[src/rtl/core/md4_pkg.sv]
package md4_pkg;

  typedef struct packed {
    logic [7:0] data_byte;
    logic       byte_valid;
    logic       last;
  } msg_t;

  typedef struct packed {
    logic [31:0] digest_word;
    logic [1:0]  word_index;
    logic        digest_last;
  } digest_t;

  typedef logic [3:0][31:0] word4_t;

  typedef struct packed {
    logic       load;
    logic       en;
    logic [5:0] step;
  } rnd_ctl_t;

  localparam logic [31:0] INIT_A = 32'h67452301;
  localparam logic [31:0] INIT_B = 32'hEFCDAB89;
  localparam logic [31:0] INIT_C = 32'h98BADCFE;
  localparam logic [31:0] INIT_D = 32'h10325476;
  localparam logic [31:0] K_ROUND1 = 32'h00000000;
  localparam logic [31:0] K_ROUND2 = 32'h5A827999;
  localparam logic [31:0] K_ROUND3 = 32'h6ED9EBA1;
  localparam logic [7:0]  PAD_BYTE = 8'h80;
  localparam logic [5:0]  LAST_STEP = 6'd47;

  // Message word used by a given step.
  function automatic logic [3:0] msg_index(input logic [5:0] step);
    logic [3:0] j;
    logic [3:0] idx;
    j = step[3:0];
    case (step[5:4])
      2'd0: idx = j;
      2'd1: idx = {j[1:0], j[3:2]};
      default: idx = {j[0], j[1], j[2], j[3]};
    endcase
    return idx;
  endfunction

  function automatic logic [4:0] shift_amt(input logic [5:0] step);
    logic [4:0] s;
    case ({step[5:4], step[1:0]})
      4'b00_00: s = 5'd3;
      4'b00_01: s = 5'd7;
      4'b00_10: s = 5'd11;
      4'b00_11: s = 5'd19;
      4'b01_00: s = 5'd3;
      4'b01_01: s = 5'd5;
      4'b01_10: s = 5'd9;
      4'b01_11: s = 5'd13;
      4'b10_00: s = 5'd3;
      4'b10_01: s = 5'd9;
      4'b10_10: s = 5'd11;
      4'b10_11: s = 5'd15;
      default:  s = 5'd3;
    endcase
    return s;
  endfunction

  function automatic logic [31:0] rotl32(input logic [31:0] x, input logic [4:0] s);
    logic [63:0] t;
    t = {x, x} << s;
    return t[63:32];
  endfunction

endpackage

[src/rtl/core/md4_message_digest.sv]
// MD4 message digest, one message byte per request.
//
// Input channel msg / msg_valid / msg_stall: each request carries data_byte,
// byte_valid and last. A request with byte_valid writes one byte; a request
// with last closes the message, pads it and produces the digest. A request
// with neither flag is taken and dropped.
// Output channel digest / digest_valid / digest_stall: four requests per
// message, words A, B, C, D with word_index 0..3, digest_last on D.
//
// Sequence: while idle, msg_stall is low and each byte is taken as offered.
// The 64th byte of a block starts the compression: a load step, 48 round
// steps on the one shared round unit (one message word read from the block
// RAM per step) and a fold step. A last request writes the pad and length
// words and adds one compression, or two compressions when 56 or more bytes
// of the block are used, then loads the four digest words in turn into the
// output register.
// Reset clears the byte count, sets the chaining words to the MD4 initial
// values and empties the output register. The block RAM needs no clearing.
// A stalled digest word holds in the output register; the remaining words
// wait behind it, and msg_stall stays high until the last word is loaded.
module md4_message_digest (
  input  logic             clk,
  input  logic             rst,
  input  md4_pkg::msg_t    msg,
  input  logic             msg_valid,
  output logic             msg_stall,
  output md4_pkg::digest_t digest,
  output logic             digest_valid,
  input  logic             digest_stall
);
  import md4_pkg::*;

  localparam logic [2:0] S_IDLE  = 3'd0;
  localparam logic [2:0] S_PAD   = 3'd1;
  localparam logic [2:0] S_PADZ  = 3'd2;
  localparam logic [2:0] S_START = 3'd3;
  localparam logic [2:0] S_ROUND = 3'd4;
  localparam logic [2:0] S_FOLD  = 3'd5;
  localparam logic [2:0] S_OUT   = 3'd6;

  logic [2:0]  state;
  logic [2:0]  resume;
  logic [60:0] byte_total;
  logic [23:0] part;
  logic [3:0]  wcnt;
  logic        len_here;
  logic [5:0]  step;
  logic [1:0]  ocnt;
  logic [31:0] chain [4];

  logic        take;
  logic [5:0]  pos;
  logic [63:0] bitlen;
  logic [31:0] pad_word;
  logic        len_now;
  logic        wen;
  logic [3:0]  waddr;
  logic [31:0] wdata;
  logic [3:0]  raddr;
  logic [31:0] rdata;
  rnd_ctl_t    rctl;
  word4_t      chain_p;
  word4_t      r;
  logic        out_load;

  assign msg_stall = (state != S_IDLE);
  assign take      = msg_valid && !msg_stall;
  assign pos       = byte_total[5:0];
  assign bitlen    = {byte_total, 3'b000};
  // Room for the length in this block when fewer than 56 bytes are used.
  assign len_now   = !(&pos[5:3]);
  assign out_load  = (state == S_OUT) && (!digest_valid || !digest_stall);

  // Head word of the padding: stored bytes, then 0x80, then zeros.
  always_comb begin
    for (int i = 0; i < 4; i++) begin
      if (i < 3 && 2'(i) < pos[1:0]) begin
        pad_word[8*i +: 8] = part[8*i +: 8];
      end else if (2'(i) == pos[1:0]) begin
        pad_word[8*i +: 8] = PAD_BYTE;
      end else begin
        pad_word[8*i +: 8] = 8'h00;
      end
    end
  end

  // Block RAM write port.
  always_comb begin
    wen   = 1'b0;
    waddr = wcnt;
    wdata = 32'h0;
    case (state)
      S_IDLE: begin
        wen   = take && msg.byte_valid && (pos[1:0] == 2'd3);
        waddr = pos[5:2];
        wdata = {msg.data_byte, part};
      end
      S_PAD: begin
        wen   = 1'b1;
        waddr = pos[5:2];
        wdata = pad_word;
      end
      S_PADZ: begin
        wen   = 1'b1;
        waddr = wcnt;
        if (len_here && wcnt == 4'd14) begin
          wdata = bitlen[31:0];
        end else if (len_here && wcnt == 4'd15) begin
          wdata = bitlen[63:32];
        end else begin
          wdata = 32'h0;
        end
      end
      default: begin
        wen = 1'b0;
      end
    endcase
  end

  // Read one step ahead so the word is in rdata when the step runs.
  always_comb begin
    case (state)
      S_ROUND: raddr = msg_index(step + 6'd1);
      default: raddr = msg_index(6'd0);
    endcase
  end

  md4_ram #(
    .WIDTH(32),
    .DEPTH(16)
  ) u_block (
    .clk   (clk),
    .wen   (wen),
    .waddr (waddr),
    .wdata (wdata),
    .raddr (raddr),
    .rdata (rdata)
  );

  assign rctl.load = (state == S_START);
  assign rctl.en   = (state == S_ROUND);
  assign rctl.step = step;

  always_comb begin
    for (int i = 0; i < 4; i++) begin
      chain_p[i] = chain[i];
    end
  end

  md4_round u_round (
    .clk   (clk),
    .ctl   (rctl),
    .chain (chain_p),
    .w     (rdata),
    .r     (r)
  );

  // Sequencer.
  always_ff @(posedge clk) begin
    if (rst) begin
      state      <= S_IDLE;
      resume     <= S_IDLE;
      byte_total <= '0;
      wcnt       <= '0;
      len_here   <= 1'b0;
      step       <= '0;
      ocnt       <= '0;
      chain[0]   <= INIT_A;
      chain[1]   <= INIT_B;
      chain[2]   <= INIT_C;
      chain[3]   <= INIT_D;
    end else begin
      case (state)
        S_IDLE: begin
          if (take) begin
            if (msg.byte_valid) begin
              if (pos[1:0] != 2'd3) begin
                part[8*pos[1:0] +: 8] <= msg.data_byte;
              end
              byte_total <= byte_total + 61'd1;
              if (pos == 6'd63) begin
                state  <= S_START;
                resume <= msg.last ? S_PAD : S_IDLE;
              end else if (msg.last) begin
                state <= S_PAD;
              end
            end else if (msg.last) begin
              state <= S_PAD;
            end
          end
        end
        S_PAD: begin
          wcnt <= pos[5:2] + 4'd1;
          if (pos[5:2] == 4'd15) begin
            // Head fills the block: compress, then a length-only block.
            state    <= S_START;
            resume   <= S_PADZ;
            len_here <= 1'b1;
          end else begin
            len_here <= len_now;
            state    <= S_PADZ;
          end
        end
        S_PADZ: begin
          wcnt <= wcnt + 4'd1;
          if (wcnt == 4'd15) begin
            state <= S_START;
            if (len_here) begin
              resume <= S_OUT;
            end else begin
              resume   <= S_PADZ;
              len_here <= 1'b1;
            end
          end
        end
        S_START: begin
          step  <= '0;
          state <= S_ROUND;
        end
        S_ROUND: begin
          step <= step + 6'd1;
          if (step == LAST_STEP) begin
            state <= S_FOLD;
          end
        end
        S_FOLD: begin
          for (int i = 0; i < 4; i++) begin
            chain[i] <= chain[i] + r[i];
          end
          state <= resume;
        end
        S_OUT: begin
          if (out_load) begin
            ocnt <= ocnt + 2'd1;
            if (ocnt == 2'd3) begin
              chain[0]   <= INIT_A;
              chain[1]   <= INIT_B;
              chain[2]   <= INIT_C;
              chain[3]   <= INIT_D;
              byte_total <= '0;
              state      <= S_IDLE;
            end
          end
        end
        default: begin
          state <= S_IDLE;
        end
      endcase
    end
  end

  // Output register.
  always_ff @(posedge clk) begin
    if (rst) begin
      digest_valid <= 1'b0;
    end else if (out_load) begin
      digest_valid <= 1'b1;
    end else if (!digest_stall) begin
      digest_valid <= 1'b0;
    end
  end

  always_ff @(posedge clk) begin
    if (out_load) begin
      digest.digest_word <= chain[ocnt];
      digest.word_index  <= ocnt;
      digest.digest_last <= (ocnt == 2'd3);
    end
  end

  a_full_block_starts: assert property (@(posedge clk) disable iff (rst)
    take && msg.byte_valid && pos == 6'd63 |=> state == S_START)
    else $error("full block did not start compression");

  a_rounds_end: assert property (@(posedge clk) disable iff (rst)
    state == S_ROUND && step == LAST_STEP |=> state == S_FOLD)
    else $error("round sequence did not end after the last step");

  a_no_write_in_compress: assert property (@(posedge clk) disable iff (rst)
    wen |-> (state == S_IDLE || state == S_PAD || state == S_PADZ))
    else $error("block write during compression");

  a_digest_order: assert property (@(posedge clk) disable iff (rst)
    out_load && ocnt != 2'd0 |-> digest_valid || $past(digest_valid))
    else $error("digest word loaded out of order");

endmodule

[src/rtl/core/md4_ram.sv]
module md4_ram #(
  parameter int WIDTH = 32,
  parameter int DEPTH = 16
) (
  input  logic                     clk,
  input  logic                     wen,
  input  logic [$clog2(DEPTH)-1:0] waddr,
  input  logic [WIDTH-1:0]         wdata,
  input  logic [$clog2(DEPTH)-1:0] raddr,
  output logic [WIDTH-1:0]         rdata
);

  logic [WIDTH-1:0] mem [DEPTH];

  always_ff @(posedge clk) begin
    if (wen) begin
      mem[waddr] <= wdata;
    end
    rdata <= mem[raddr];
  end

endmodule

[src/rtl/core/md4_round.sv]
module md4_round (
  input  logic              clk,
  input  md4_pkg::rnd_ctl_t ctl,
  input  md4_pkg::word4_t   chain,
  input  logic [31:0]       w,
  output md4_pkg::word4_t   r
);
  import md4_pkg::*;

  logic [31:0] f;
  logic [31:0] k;
  logic [31:0] sum;
  logic [31:0] t;

  // Round function and constant for this step.
  always_comb begin
    case (ctl.step[5:4])
      2'd0: begin
        f = (r[1] & r[2]) | (~r[1] & r[3]);
        k = K_ROUND1;
      end
      2'd1: begin
        f = (r[1] & r[2]) | (r[1] & r[3]) | (r[2] & r[3]);
        k = K_ROUND2;
      end
      default: begin
        f = r[1] ^ r[2] ^ r[3];
        k = K_ROUND3;
      end
    endcase
    sum = r[0] + f + w + k;
    t   = rotl32(sum, shift_amt(ctl.step));
  end

  // Rotate roles: A takes D, D takes C, C takes B, B takes the new word.
  always_ff @(posedge clk) begin
    if (ctl.load) begin
      r <= chain;
    end else if (ctl.en) begin
      r[0] <= r[3];
      r[3] <= r[2];
      r[2] <= r[1];
      r[1] <= t;
    end
  end

endmodule

[config.mk]
export PLATFORM = sky130hd
export DESIGN_NAME = md4_message_digest
export DESIGN_NICKNAME = d
export VERILOG_FILES = /design/src/rtl/core/md4_pkg.sv /design/src/rtl/core/md4_message_digest.sv /design/src/rtl/core/md4_ram.sv /design/src/rtl/core/md4_round.sv
export SDC_FILE = /design/constraint.sdc
export NUM_CORES = 2
export LEC_CHECK = 0
export ABC_AREA = 1
export ABC_CLOCK_PERIOD_IN_PS = 3600
export BUFFER_PORTS_ARGS = -buffer_cell sky130_fd_sc_hd__buf_4
export CELL_PAD_IN_SITES_DETAIL_PLACEMENT = 0
export CELL_PAD_IN_SITES_GLOBAL_PLACEMENT = 1
export CORE_MARGIN = 4
export CORE_UTILIZATION = 44
export DETAILED_ROUTE_END_ITERATION = 8
export GPL_TIMING_DRIVEN = 1
export PLACE_DENSITY_LB_ADDON = 0.1
export SLEW_MARGIN = 40
export SYNTH_ARGS = -nofsm -noshare
export SYNTH_HDL_FRONTEND = slang
export SYNTH_HIERARCHICAL = 1
export SYNTH_SLANG_ARGS = --single-unit
[constraint.sdc]
create_clock -name clk -period 3.6 [get_ports clk]
set_input_delay 0.36 -clock clk [delete_from_list [all_inputs] [get_ports clk]]
set_output_delay 0.36 -clock clk [all_outputs]
set_load 0.01 [all_outputs]
# After elaboration in Yosys (flattened, before gate mapping)
# Memories as Yosys holds them, arrays and structs flattened. A register that Yosys moved wholly into a read port is not among the register bits.
# Index checks and enable logic that the tools add are counted.
[totals]
register_bits = 236
mem_bits_rw = 640
romBits = 64
out_inout_bits = 37
wordCells = 184
mem_count = 3
[classes]
addsub = 13
magnitude_cmp = 3
n_eq_ne = 28
shift = 3
mux = 71
bitwise = 19
reduce_logical = 29
[memory_table]
columns = ["memory", "depth", "word_bits", "read_ports", "rd_ports_with_merged_regs", "write_ports", "line", "text"]
rows = [
  ["u_block.mem", 16, 32, 1, 1, 1, "md4_ram.sv:13", "logic [WIDTH-1:0] mem [DEPTH];"],
  ["chain", 4, 32, 5, 1, 4, "md4_message_digest.sv:49", "logic [31:0] chain [4];"],
  ["(no name shown)", 16, 4, 1, 1, 0, "md4_pkg.sv:48", "case ({step[5:4], step[1:0]})"],
]
[ops]
columns = ["op", "n"]
rows = [
  ["32-bit two-way mux", 10],
  ["128-bit two-way mux", 2],
  ["61-bit two-way mux", 4],
  ["32-bit adder", 6],
  ["32-bit AND", 4],
  ["61-bit case mux with 2 select lines", 1],
  ["32-bit bitwise OR", 3],
  ["32-bit case mux with 3 select lines", 1],
  ["32-bit case mux with 2 select lines", 1],
  ["64-bit by 5-bit left shift with 64-bit output", 1],
  ["32-bit bitwise XOR", 2],
  ["31-bit case mux with 2 select lines", 1],
  ["61-bit by 1-bit adder with 61-bit output, second input constant", 1],
  ["8-bit two-way mux", 7],
  ["3-bit two-way mux", 14],
  ["5-bit negator with 34-bit output", 1],
  ["8-bit by 34-bit variable shift with 24-bit output, first input constant", 1],
  ["8-bit by 34-bit indexed part select with 24-bit output", 1],
  ["32-bit by 31-bit adder with 32-bit output", 1],
  ["32-bit NOT", 1],
  ["24-bit bitwise mux", 1],
  ["3-bit case mux with 7 select lines", 1],
  ["1-bit two-way mux", 18],
  ["4-bit two-way mux", 4],
  ["other kinds (34)", 79],
]

# Depth between registers and ports, before layout
[logic_depth]
word_depth = 10
depth_mapped = 26
depth_no_buf = 25

# Modules after synthesis
# The synthesis kept the hierarchy.
[by_module_without_submodules]
columns = ["mod", "n_inst", "cells_each", "area_per_inst_um2"]
rows = [
  ["md4_ram", 1, 2120, 22730.6],
  ["md4_message_digest", 1, 3382, 21705.8],
  ["md4_round", 1, 1709, 12383.1],
]

# Least setup slack after synthesis
# OpenSTA, ideal clock, no wires.
[synth_timing]
kind = "register -> register"
startpoint = "register step[5]"
endpoint = "register u_round/r[62] in the netlist's numbering, data pin"
t_arrival_ps = 3741
required_time_ps = 3346
setup_slack_ps = -394
stages_incl_launch_ff = 24
n_path_buf = 1
path_cell_list = "dfxtp_1 -> inv_2 -> nand2_1 -> clkbuf_1 -> o221ai_1 -> fa_1 -> ha_1 -> ha_1 -> inv_1 -> fa_1 -> inv_1 -> nand3_1 -> nand3_1 -> nand2_1 -> nand2_1 -> nand3_1 -> nand2_1 -> nand2_1 -> nand3_1 -> nand3_1 -> nand3_1 -> nand3_1 -> nand3_1 -> nand2_1"
[synth_between]
elab_chain_cells = 8
[synth_lines]
columns = ["item", "line", "text"]
rows = [
  ["start, declared", "md4_message_digest.sv:47", "logic [5:0] step;"],
  ["start signal, assigned", "md4_message_digest.sv:221", "step <= step + 6'd1;"],
  ["2-bit by 1-bit equality test with 1-bit output or 2-bit zero test (tied branches)", "md4_round.sv:17", "case (ctl.step[5:4])"],
  ["32-bit case mux with 2 select lines", "md4_round.sv:17", ""],
  ["32-bit adder (2 in a row)", "md4_round.sv:31", "sum = r[0] + f + w + k;"],
  ["32-bit by 31-bit adder with 32-bit output *", "md4_round.sv:31", ""],
  ["64-bit by 5-bit left shift with 64-bit output *", "md4_pkg.sv:68", "t = {x, x} << s;"],
  ["128-bit two-way mux *", "md4_round.sv:39", "end else if (ctl.en) begin"],
  ["128-bit two-way mux *", "md4_round.sv:37", "if (ctl.load) begin"],
  ["end signal, assigned", "md4_round.sv:38", "r <= chain;"],
  ["end, declared", "md4_round.sv:6", "output md4_pkg::word4_t r"],
]
# Mark *: on every way between the ends. The rest lies on a longest branch, timed or not. The select of a mux whose other input is x is not followed.
# A chain may end at the register's enable or synchronous reset.

# Worst setup path after layout
[layout_timing]
startpoint = "register u_round/r[48] in the netlist's numbering"
endpoint = "register u_round/r[42] in the netlist's numbering, data pin"
[layout_between]
elab_chain_cells = 10
[layout_lines]
columns = ["item", "line"]
rows = [
  ["32-bit AND, or another cell as far along", "md4_round.sv:19, md4_round.sv:23"],
  ["32-bit bitwise OR or 32-bit AND (tied branches)", "md4_round.sv:23, md4_round.sv:19"],
  ["32-bit bitwise OR, on equally long branches", "md4_round.sv:23, md4_round.sv:19"],
  ["32-bit case mux with 2 select lines *", "md4_round.sv:17"],
  ["32-bit adder * (2 in a row)", "md4_round.sv:31"],
  ["32-bit by 31-bit adder with 32-bit output *", "md4_round.sv:31"],
  ["64-bit by 5-bit left shift with 64-bit output *", "md4_pkg.sv:68"],
  ["128-bit two-way mux *", "md4_round.sv:39"],
  ["128-bit two-way mux *", "md4_round.sv:37"],
]
# Marks and branches as above.

==> flow_metrics.py <==
metrics = {
    "worst_setup_path": {
        "rrSetupSlack_ns": -0.94,
        "critPathKind": "reg -> reg",
        "slowest_stage": "edfxtp_1",
        "crit_buf_inv": 3,
        "cp_data_required_time_ns": 4.08,
        "cp_common_cell": "nand3_2",
        "end_kind": "register",
        "start_kind": "register",
        "crit_chain": "inv_2 -> fa_1 -> o22ai_2 -> nor2_4 -> fa_2 -> fa_1 -> inv_2 -> ha_4 -> nand2_8 -> nor2_4 -> buf_4 -> nand2_1 -> nor2_1 -> nand2_1 -> nand3_1 -> nand2_2 -> nand3_4 -> nand3_2 -> nand3_2 -> nand3_2 -> nand3_2 -> nand2_2",
        "slowest_delay_ns": 0.53,
        "cp.arrival_ns": 5.02,
        "critical_path.top_delay_family": "adder cells",
        "crit_path_max_fanout": 4,
    },
    "clock_tree": {
        "root_buffer": "clkbuf_16",
        "clockBufferDepth": 3,
        "cts_num_sinks": 940,
        "path_clk_slew_ns": 0.07,
        "numCtsBuffers": 109,
        "cts_max_level": 3,
        "cts_tree": "done",
        "clock_latency_ns": 0.77,
    },
    "logic_synthesis": {
        "yosys_warnings": 6,
        "synth-edff-count": 763,
        "yosysMostFrequentCell": "nand2_1",
        "synth_fa_ha_area_frac": 0.0697,
        "synthSimpleGateAreaFrac": 0.277,
        "synthesis.nets": 7487,
        "yosys-top-cells-area": "edfxtp_1 (40%), nand2_1 (14%), inv_1 (8.1%), nand3_1 (8.0%), dfxtp_1 (6.2%)",
        "netlist_instances": 7211,
        "synth.area.mux_share": 0.000176,
        "synth_top_area_cell": "edfxtp_1",
        "synth_ff_type": "edfxtp_1",
        "synth_commonest_cells": "nand2_1 (2,092), inv_1 (1,226), nand3_1 (907)",
        "async_reset_ff_frac": 0,
        "synthXorXnorAreaFrac": 0.00570,
        "synth-compound-area-share": 0.0765,
        "synth_top_family_by_area": "simple AND/OR/NAND/NOR gates",
        "synth-seq-area-share": 0.466,
        "synth_cell_types": 66,
        "synth-seq-cells": 940,
        "yosysTopAreaCellShare": 0.403,
        "avgSynthCellArea_um2": 7.88,
        "synthesis.area_um2": 56800,
    },
    "timing": {
        "hold_viol_final": 0,
        "maxSlewHeadroom": 0.373,
        "drv_slew": 0,
        "setup_violations": 32,
        "min_period_ns": 4.54,
        "worst_pin_slew_ns": 0.939,
        "fmax_mhz": 220,
        "post-route-period-util": 1.26,
        "fin_skew_ns": 0.0401,
        "setup_ws_ns": -0.937,
        "rsz0062_at_grt": "true",
    },
    "global_route": {
        "grt.total_usage": 0.314,
        "overflow": 0,
        "grt_max_degree": 211,
        "grt_pass1_wl_um": 316000,
        "antenna_found_initial": 7,
        "grt_pass1_vias": 48500,
    },
    "place": {
        "routabilityCongestion": 0.988,
        "pre_cts_ws_ns": -1.14,
        "dp_hpwl_um": 158000,
        "dpl_cell_area_um2": 62500,
        "portBuffers": 50,
    },
    "final_layout": {
        "final_util": 0.535,
        "drive_gt1_frac": 0.162,
        "nFillCells": 12100,
        "nets": 7902,
        "design_area_um2": 68400,
        "area.growth.synth_to_final_pct": 20.3,
    },
    "route": {
        "drc": 0,
        "first_iter_violations": 4787,
        "ant_nets": 0,
        "wl_um": 217000,
        "wl_per_cell_um": 23.1,
        "first_pass_iters": 6,
        "vias": 50700,
        "via_per_inst": 5.40,
    },
    "job": {
        "drv_cap": 0,
    },
    "floorplanning": {
        "start_util": 0.444,
        "dieArea_um2": 135000,
        "rows": 131,
        "die_w_um": 367,
        "io_pins": 51,
        "design.core.area_um2": 128000,
        "die_h_um": 367,
    },
    "outcome": {
        "outcome": "complete, but fails checks",
        "violations": "negative setup slack",
    },
    "worst_hold_path": {
        "hold_class": "in -> reg",
    },
}
-- worst register-to-register path, delay by kind of cell, from the launching register on --
family | cells | cell delay [ns]
compound gates | 1 | 0.10
fa+ha+maj | 4 | 1.87
buf+inv | 3 | 0.28
flops | 1 | 0.53
simple gates | 14 | 1.49
-- layout by cell type, fill, tap and decap left out, drive strengths merged, types with 2 or more instances in the layout --
cell type / n
nand3b: 15
dlygate4sd3: 10
dfxtp: 177
o21bai: 15
nor2: 490
o21a: 12
clkbuf: 148
nand2: 2104
inv: 1240
a21oi: 306
nor3b: 2
a31oi: 2
clkinv: 44
or2: 27
o22ai: 69
clkinvlp: 5
edfxtp: 763
bufinv: 15
o2111ai: 4
diode: 2
and3: 4
buf: 530
o21ai: 320
nor4: 14
nand4: 76
nor3: 55
ha: 171
xnor2: 11
o211ai: 6
a22o: 2
a21o: 12
nand3: 911
o221ai: 28
and2: 5
fa: 91
a31o: 2
a211oi: 2
xor2: 26
-- layout make-up --
class	instances	area, um2	area share
clock buffer	147	2990	0.0437
tap	1662	2080	0.0304
antenna	2	5.00	0.0000732
timing repair buffer	541	4690	0.0686
clock inverter	59	796	0.0116
sequential	940	26500	0.387
inverter	1245	4680	0.0685
multi-input combinational	4789	26700	0.390
-- stage by stage --
stage | instances | TNS, ns | hold WS, ns
after floorplan | 7211 | -4.56 | 0.424
after CTS | 9367 | -25.47 | 0.00273
final | 9385 | -27.66 | 0.0441
after global placement | 9148 | -33.53 | 0.438
after detailed placement | 9148 | -32.28 | 0.442
after global routing | 9383 | -31.83 | 0.0583
-- routing by layer --
layer  share of wire  global-route usage
met1            0.40               0.395
met2            0.47               0.525
met3           0.063              0.0453
met4           0.061               0.164
met5         0.00013                   0
-- repair_timing --
action,in CTS,in global routing
gates resized for setup,253,176
pin swaps,117,108
cloned,0,1
setup buffers,7,18
endpoints found under the setup margin,32,32
hold buffers,10,0
hold endpoints to repair,25,0
-- sequential cells by signal, summed over array words and instances (netlist names) --
signal / cells
digest: 35
state: 3
digest_valid: 1
byte_total: 61
u_block/rdata: 32
step: 6
u_round/r: 128
part: 24
len_here: 1
resume: 3
u_block/mem: 512
chain: 128
ocnt: 2
wcnt: 4
-- worst paths after layout --
path | start | cells past startpoint | end
setup / recovery | u_round/r[48] | 22 | u_round/r[42]
hold reg to reg | resume[1] | 2 | resume[1]
hold / removal | msg_valid | 5 | state[2]
setup reg to reg | u_round/r[48] | 22 | u_round/r[42]
-- cell families after synthesis --
family | after synthesis
AND/OR/NAND/NOR | 3703
buffers and inverters | 1482
flip-flops | 940
AO/OA/AOI/OAI | 786
adder cells (fa/ha/maj) | 262
XOR/XNOR | 37
multiplexers | 1
Power is not shown: default switching activity piles up to over one toggle a cycle in this logic, so the estimate is an artifact.
